## src/hw/rtl/mpq_pkg.sv

```systemverilog
`timescale 1ns / 1ps
`default_nettype none

package mpq_pkg;

  // Default number of entries the queue holds.
  localparam int unsigned QueueDepthDefault = 16;

  // Width of the reported entry count.
  localparam int unsigned EntryCountW = 5;

  // Operation codes on the mode input.
  localparam logic ModeInsert = 1'b0;
  localparam logic ModeRemove = 1'b1;

endpackage

`default_nettype wire

```

## src/hw/rtl/mpq_ram.sv

```systemverilog
`timescale 1ns / 1ps
`default_nettype none

module mpq_ram #(
  parameter int unsigned Width = 32,
  parameter int unsigned Depth = 16,
  localparam int unsigned AddrW = (Depth > 1) ? $clog2(Depth) : 1
) (
  input  wire logic             clk_i,
  input  wire logic             we_i,
  input  wire logic [AddrW-1:0] waddr_i,
  input  wire logic [Width-1:0] wdata_i,
  input  wire logic [AddrW-1:0] raddr_i,
  output logic      [Width-1:0] rdata_o
);

  logic [Width-1:0] mem_q [Depth];

  // At most one write and one registered read each cycle.
  always_ff @(posedge clk_i) begin
    if (we_i) begin
      mem_q[waddr_i] <= wdata_i;
    end
    rdata_o <= mem_q[raddr_i];
  end

endmodule

`default_nettype wire

```

## src/hw/rtl/max_priority_queue_unsorted.sv

```systemverilog
`timescale 1ns / 1ps
`default_nettype none

// Channel   Direction  Handshake                 Payload
// command   in         start_i high, busy_o low  mode_i, value_i
// result    out        done_o for one cycle      removed_value_o, empty_error_o,
//                                                full_error_o, entry_count_o,
//                                                is_empty_o
//
// Insert, full insert and empty remove are handled in the idle state; the result shows in the
// next cycle, when a new item may already be accepted.
// A remove of the maximum holds busy_o high while it scans the N stored entries,
// one entry per cycle through the single read port, and then moves each entry above
// the maximum down one slot to close the gap; the result shows in the cycle after.
// Reset clears the count and the control state; the entry memory is not cleared.
// The receiver cannot stall: every result is valid for exactly one cycle.

module max_priority_queue_unsorted
  import mpq_pkg::*;
#(
  parameter int unsigned QUEUE_DEPTH = QueueDepthDefault
) (
  input  wire logic                    clk_i,
  input  wire logic                    rst_ni,
  input  wire logic                    start_i,
  output logic                         busy_o,
  input  wire logic                    mode_i,
  input  wire logic signed [31:0]      value_i,
  output logic                         done_o,
  output logic signed [31:0]           removed_value_o,
  output logic                         empty_error_o,
  output logic                         full_error_o,
  output logic [EntryCountW-1:0]       entry_count_o,
  output logic                         is_empty_o
);

  localparam int unsigned AW = (QUEUE_DEPTH > 1) ? $clog2(QUEUE_DEPTH) : 1;
  localparam int unsigned CW = $clog2(QUEUE_DEPTH + 1);
  localparam logic [CW-1:0] DepthC = CW'(QUEUE_DEPTH);
  localparam logic [CW-1:0] OneC = CW'(1);

  typedef enum logic [1:0] {
    StIdle,
    StScan,
    StShift
  } state_e;

  state_e state_q, state_d;
  logic [CW-1:0] count_q, count_d;
  logic [CW-1:0] idx_q, idx_d;        // scan: position whose data arrives; shift: write slot
  logic [CW-1:0] best_idx_q, best_idx_d;
  logic signed [31:0] best_q, best_d;

  logic done_q, done_d;
  logic signed [31:0] rem_q, rem_d;
  logic empty_err_q, empty_err_d;
  logic full_err_q, full_err_d;
  logic [EntryCountW-1:0] res_count_q, res_count_d;
  logic res_empty_q, res_empty_d;

  logic          ram_we;
  logic [CW-1:0] ram_waddr;
  logic [31:0]   ram_wdata;
  logic [CW-1:0] ram_raddr;
  logic [31:0]   ram_rdata;

  logic          take_new;
  logic [CW-1:0] sel_idx;
  logic signed [31:0] sel_val;

  mpq_ram #(
    .Width(32),
    .Depth(QUEUE_DEPTH)
  ) u_store (
    .clk_i  (clk_i),
    .we_i   (ram_we),
    .waddr_i(ram_waddr[AW-1:0]),
    .wdata_i(ram_wdata),
    .raddr_i(ram_raddr[AW-1:0]),
    .rdata_o(ram_rdata)
  );

  // Running maximum: the first entry seeds it, a later one wins only if strictly larger,
  // so the earliest entry keeps a tie.
  assign take_new = (idx_q == '0) || ($signed(ram_rdata) > best_q);
  assign sel_idx  = take_new ? idx_q : best_idx_q;
  assign sel_val  = take_new ? $signed(ram_rdata) : best_q;

  assign busy_o = (state_q != StIdle);

  always_comb begin
    state_d     = state_q;
    count_d     = count_q;
    idx_d       = idx_q;
    best_idx_d  = best_idx_q;
    best_d      = best_q;
    done_d      = 1'b0;
    rem_d       = rem_q;
    empty_err_d = empty_err_q;
    full_err_d  = full_err_q;
    res_count_d = res_count_q;
    res_empty_d = res_empty_q;
    ram_we      = 1'b0;
    ram_waddr   = count_q;
    ram_wdata   = value_i;
    ram_raddr   = '0;

    case (state_q)
      StIdle: begin
        if (start_i) begin
          if (mode_i == ModeInsert) begin
            // Append at the tail, or drop the item when full.
            done_d      = 1'b1;
            rem_d       = '0;
            empty_err_d = 1'b0;
            if (count_q >= DepthC) begin
              full_err_d  = 1'b1;
              res_count_d = EntryCountW'(count_q);
              res_empty_d = (count_q == '0);
            end else begin
              ram_we      = 1'b1;
              full_err_d  = 1'b0;
              count_d     = count_q + OneC;
              res_count_d = EntryCountW'(count_q + OneC);
              res_empty_d = 1'b0;
            end
          end else if (count_q == '0) begin
            done_d      = 1'b1;
            rem_d       = '0;
            empty_err_d = 1'b1;
            full_err_d  = 1'b0;
            res_count_d = '0;
            res_empty_d = 1'b1;
          end else begin
            // Issue the read of the head entry and start the scan.
            ram_raddr = '0;
            idx_d     = '0;
            state_d   = StScan;
          end
        end
      end

      StScan: begin
        best_idx_d = sel_idx;
        best_d     = sel_val;
        if (idx_q + OneC >= count_q) begin
          // Last entry seen: fetch the one after the maximum to close the gap.
          ram_raddr = sel_idx + OneC;
          idx_d     = sel_idx;
          state_d   = StShift;
        end else begin
          ram_raddr = idx_q + OneC;
          idx_d     = idx_q + OneC;
        end
      end

      StShift: begin
        if (idx_q + OneC < count_q) begin
          // Move the fetched entry down one slot, fetch the next.
          ram_we    = 1'b1;
          ram_waddr = idx_q;
          ram_wdata = ram_rdata;
          ram_raddr = idx_q + CW'(2);
          idx_d     = idx_q + OneC;
        end else begin
          count_d     = count_q - OneC;
          done_d      = 1'b1;
          rem_d       = best_q;
          empty_err_d = 1'b0;
          full_err_d  = 1'b0;
          res_count_d = EntryCountW'(count_q - OneC);
          res_empty_d = (count_q == OneC);
          state_d     = StIdle;
        end
      end

      default: begin
        state_d = StIdle;
      end
    endcase
  end

  always_ff @(posedge clk_i or negedge rst_ni) begin
    if (!rst_ni) begin
      state_q     <= StIdle;
      count_q     <= '0;
      idx_q       <= '0;
      best_idx_q  <= '0;
      best_q      <= '0;
      done_q      <= 1'b0;
      rem_q       <= '0;
      empty_err_q <= 1'b0;
      full_err_q  <= 1'b0;
      res_count_q <= '0;
      res_empty_q <= 1'b1;
    end else begin
      state_q     <= state_d;
      count_q     <= count_d;
      idx_q       <= idx_d;
      best_idx_q  <= best_idx_d;
      best_q      <= best_d;
      done_q      <= done_d;
      rem_q       <= rem_d;
      empty_err_q <= empty_err_d;
      full_err_q  <= full_err_d;
      res_count_q <= res_count_d;
      res_empty_q <= res_empty_d;
    end
  end

  assign done_o          = done_q;
  assign removed_value_o = rem_q;
  assign empty_error_o   = empty_err_q;
  assign full_error_o    = full_err_q;
  assign entry_count_o   = res_count_q;
  assign is_empty_o      = res_empty_q;

  // The count never exceeds the queue depth.
  a_count_bound: assert property (@(posedge clk_i) disable iff (!rst_ni)
    count_q <= DepthC)
    else $error("entry count above depth");

  // A full error leaves the queue full.
  a_full_err: assert property (@(posedge clk_i) disable iff (!rst_ni)
    (done_o && full_error_o) |-> (count_q == DepthC))
    else $error("full error while not full");

  // An empty error leaves the queue empty.
  a_empty_err: assert property (@(posedge clk_i) disable iff (!rst_ni)
    (done_o && empty_error_o) |-> (count_q == '0 && is_empty_o))
    else $error("empty error while not empty");

  // Gap closing only writes below the stored count.
  a_shift_addr: assert property (@(posedge clk_i) disable iff (!rst_ni)
    (state_q == StShift && ram_we) |-> (ram_waddr + OneC < count_q))
    else $error("shift write beyond stored entries");

  // A finished remove shrinks the count by one.
  a_remove_count: assert property (@(posedge clk_i) disable iff (!rst_ni)
    (state_q == StShift && state_d == StIdle) |=> (count_q == $past(count_q) - OneC))
    else $error("remove did not decrement count");

endmodule

`default_nettype wire
```

## config.mk

```make
export PLATFORM = sky130hd
export DESIGN_NAME = max_priority_queue_unsorted
export DESIGN_NICKNAME = d
export VERILOG_FILES = /design/src/hw/rtl/mpq_pkg.sv /design/src/hw/rtl/mpq_ram.sv /design/src/hw/rtl/max_priority_queue_unsorted.sv
export SDC_FILE = /design/constraint.sdc
export NUM_CORES = 1
export LEC_CHECK = 0
export BUFFER_PORTS_ARGS = -buffer_cell sky130_fd_sc_hd__buf_4
export CAP_MARGIN = 10
export CORE_UTILIZATION = 55
export CTS_CLUSTER_DIAMETER = 60
export DETAILED_ROUTE_END_ITERATION = 16
export PLACE_DENSITY = 0.79
export SLEW_MARGIN = 20
export SYNTH_ARGS = -nofsm -noshare
export SYNTH_HDL_FRONTEND = slang
export SYNTH_SLANG_ARGS = --single-unit
```

## constraint.sdc

```tcl
create_clock -name clk_i -period 11.4 [get_ports clk_i]
set_input_delay 2.28 -clock clk_i [delete_from_list [all_inputs] [get_ports clk_i]]
set_output_delay 2.28 -clock clk_i [all_outputs]
set_load 0.01 [all_outputs]
```

==> reports/results.tsv <==
stage	metric	value	unit
status	outcome	complete, no violations	
yosys	Commonest cells post-synth	512 x edfxtp_1, 241 x nand2_1, 98 x nor2_1	
timing	total negative slack	0	ps
clocking	CTS hold repair buffers	0	
yosys	cell count after synthesis	1848	
setup_path	CP top delay family	simple AND/OR/NAND/NOR gates	
flow_run	max-cap violations	0	
yosys	Yosys reg bits	634	
yosys	Syn Std Cell Area	25800	um^2
clocking	clk buf depth	3	
setup_path	CP Cell Sequence	inv_1, ha_1, nand4_2, nor4b_4, nor2_1, or3_4, a41o_1, nand2_1, mux2_2, ha_1, mux2i_1, o32ai_4, buf_4, o31ai_4, buf_4, buf_4, nor2_1, or4_1, nand4_1	
timing	final setup fails	0	
clocking	Resized cells post-CTS	0	
final_layout	Final #Nets	1992	
global_route	global-route wire length before repair	98300	um
floorplan	core box area	45800	um^2
clocking	Clock Pin Slew Worst Setup and Hold Paths	60	ps
power	Int Pwr	4.29	mW
power	Pwr per Cell Area	201	nW/um^2
floorplan	DIE AREA	47800	um^2
yosys	area leader, netlist	edfxtp_1	
floorplan	number of cell rows	78	
placement	Area after DPL	27100	um^2
timing	final worst clock skew	13.6	ps
global_route	largest net degree at the start of global routing	89	
setup_path	slowest stage delay, CP	780	ps
clocking	Root Buffer Master	clkbuf_16	
timing	max-slew violation count	0	
timing	RSZ-0062 raised after global routing	no	
setup_path	Worst setup EP type	flop	
yosys	Area contributors post-synth	edfxtp_1 60%, dfrtp_1 8.6%, nand2_1 3.5%	
setup_path	crit-path most repeated cell	buf_4	
final_layout	antenna cells	0	
clocking	buffers inserted by post-CTS timing repair	0	
floorplan	effective utilization at floorplan	56.4	%
final_layout	Layout area overhead	13.4	%
yosys	syn nets	1932	
yosys	top cell type's share of synthesized area	59.6	%
detailed_routing	Iteration-0 DRC Markers	1935	
placement	I/O Buffers	77	
timing	Tcrit/Tclk final	55.0	%
timing	Slew HR	26.4	%
setup_path	WP data required	11960	ps
setup_path	crit path buf inv count	4	
power	P_leak	10.4	nW
setup_path	Worst EP arrival	6830	ps
detailed_routing	final wirelength	65500	um
setup_path	crit-path max FO	65	
power	P_sw	1.59	mW
timing	FMAX	159	MHz
clocking	Clock Latency Late Sink	620	ps
yosys	Avg Cell Area, Syn	14.0	um^2
yosys	post-synthesis sequential area ratio	70.8	%
setup_path	crit start category	flop	
clocking	H-Tree Depth	2	
detailed_routing	Routed wire per std cell	25.6	um
setup_path	Crit Path Category	reg -> reg	
yosys	Synth async-reset ratio	14.2	%
timing	Final min period	6280	ps
timing	Worst-Margin Slew	1090	ps
detailed_routing	Final ANT Viol Nets	0	
global_route	Overall Global Routing Usage	27.7	%
final_layout	fin area	29300	um^2
detailed_routing	first-pass detailed-route iteration total	5	
detailed_routing	Vias/cell	6.49	
power	share of power burned in registers	46.1	%
setup_path	CP max stage cell	buf_4	
hold_path	Worst Hold Class	reg -> reg	
clocking	CTS tree	done	
final_layout	fillcell total	3158	
yosys	Yosys warning total	0	
yosys	most frequent cell after synthesis	edfxtp_1	
power	sw frac	27.1	%
power	combinational share of power	17.3	%
yosys	Netlist cell types	66	
global_route	initial antenna violation count	1	
power	clock power share	36.6	%
yosys	Post-synth EDFFs	512	
final_layout	layout cells sized above 1	16.0	%
clocking	Sink Count	634	
clocking	CTS buffer count	61	
power	peak supply drop	130	uV
floorplan	I/O pin total	78	
timing	count of final hold-check violations	0	
global_route	vias in the first global route	16400	
global_route	GRT overflow	0	
yosys	Post-synth top flop	edfxtp_1	
placement	routability cong.	0.926	
placement	Final HPWL DP	34100	um
detailed_routing	detailed-route DRC error count	0	
detailed_routing	Vias	16600	
floorplan	Die Y	219	um
floorplan	Die Span X	219	um
-- cells in the final DEF, fill, tap and decap left out, types with 35 or more instances in the layout --
master / synthesis / layout
nand2_1: 241 / 239
a21oi_1: 83 / 83
inv_1: 47 / 47
mux2_2: 69 / 69
dfrtp_1: 89 / 89
nor2_1: 98 / 82
edfxtp_1: 512 / 512
a221oi_1: 35 / 35
buf_4: 7 / 113
clkbuf_16: 0 / 63
a211o_1: 65 / 65
o22ai_1: 69 / 69
nand4_1: 38 / 38
ha_1: 48 / 48
-- routing by layer --
layer | wire [um] | track usage, % | up-vias
li1 | - | - | 7225
met1 | 25800 | 38.4 | 8208
met2 | 30100 | 42.6 | 1027
met3 | 7010 | 5.54 | 168
met4 | 2560 | 12.1 | 2
met5 | 12 | 0 | -
-- power by group through the flow --
stage	sequential, mW	clock (mW)	combinational [mW]
2_1_floorplan	2.71	0	0.714
3_3_place_gp	2.75	0	0.968
3_5_place_dp	2.76	0	1.01
4_1_cts	2.71	2.17	1.01
5_1_grt	2.72	2.26	1.11
6_report	2.71	2.15	1.02
-- layout make-up --
type                       count  area, um^2  share of cell area, %
timing repair buffer         113         848                   2.90
clock buffer                  82        1720                   5.87
multi-input combinational   1050        7040                   24.1
sequential                   634       18300                   62.4
tap                          600         751                   2.57
clock inverter                34         449                   1.54
inverter                      48         180                  0.616
-- final timing paths --
path                                       end  depth (start not counted)                start  slack [ps]
min in group asynchronous        best_idx_q[3]                          1               rst_ni        1590
max in group asynchronous  removed_value_o[21]                          2               rst_ni        8700
max reg2reg                 u_store.rdata_o[0]                         19           best_q[31]        5120
min                        removed_value_o[28]                          2  removed_value_o[28]         480
min reg2reg                removed_value_o[28]                          2  removed_value_o[28]         480
max                         u_store.rdata_o[0]                         19           best_q[31]        5120
-- metrics by stage --
stage          utilization [%]  total power, mW  hold slack [ps]  std cells  worst slack (ps)
2_1_floorplan                -             3.42              466       1848              6710
3_3_place_gp              59.2             3.72              462       2445              5400
3_5_place_dp              59.2             3.76              470       2445              5240
4_1_cts                   63.9             5.89              483       2561              5200
5_1_grt                   63.9             6.09              508       2561              4990
6_report                  63.9             5.88              478       2561              5120
-- worst reg2reg max path, stage by stage (launching register included) --
cell,delay (ps)
dfrtp_1,340
inv_1,60
ha_1,370
nand4_2,190
nor4b_4,420
nor2_1,120
or3_4,420
a41o_1,330
nand2_1,170
mux2_2,370
ha_1,290
mux2i_1,250
o32ai_4,130
buf_4,310
o31ai_4,130
buf_4,660
buf_4,830
nor2_1,190
or4_1,540
nand4_1,100
-- cells by family (layout without fill, tap and decap cells) --
kind of cell | count (synthesis) | in the layout | synth area share (%)
flip-flops | 634 | 634 | 70.8
multiplexers | 72 | 72 | 3.13
adder cells (fa/ha/maj) | 48 | 48 | 2.33
buffers and inverters | 164 | 277 | 2.62
AO/OA/AOI/OAI | 424 | 424 | 11.8
AND/OR/NAND/NOR | 498 | 498 | 9.04
XOR/XNOR | 8 | 8 | 0.272
-- flip-flops by register name (all words and copies together), names as in the netlist --
signal and cells:
best_idx_q 5, best_q 32, count_q 5, done_o 1, empty_error_o 1, entry_count_o 5, full_error_o 1, idx_q 5
is_empty_o 1, removed_value_o 32, state_q 2, u_store.mem_q 512, u_store.rdata_o 32
Power figures use the tool's default switching activity.
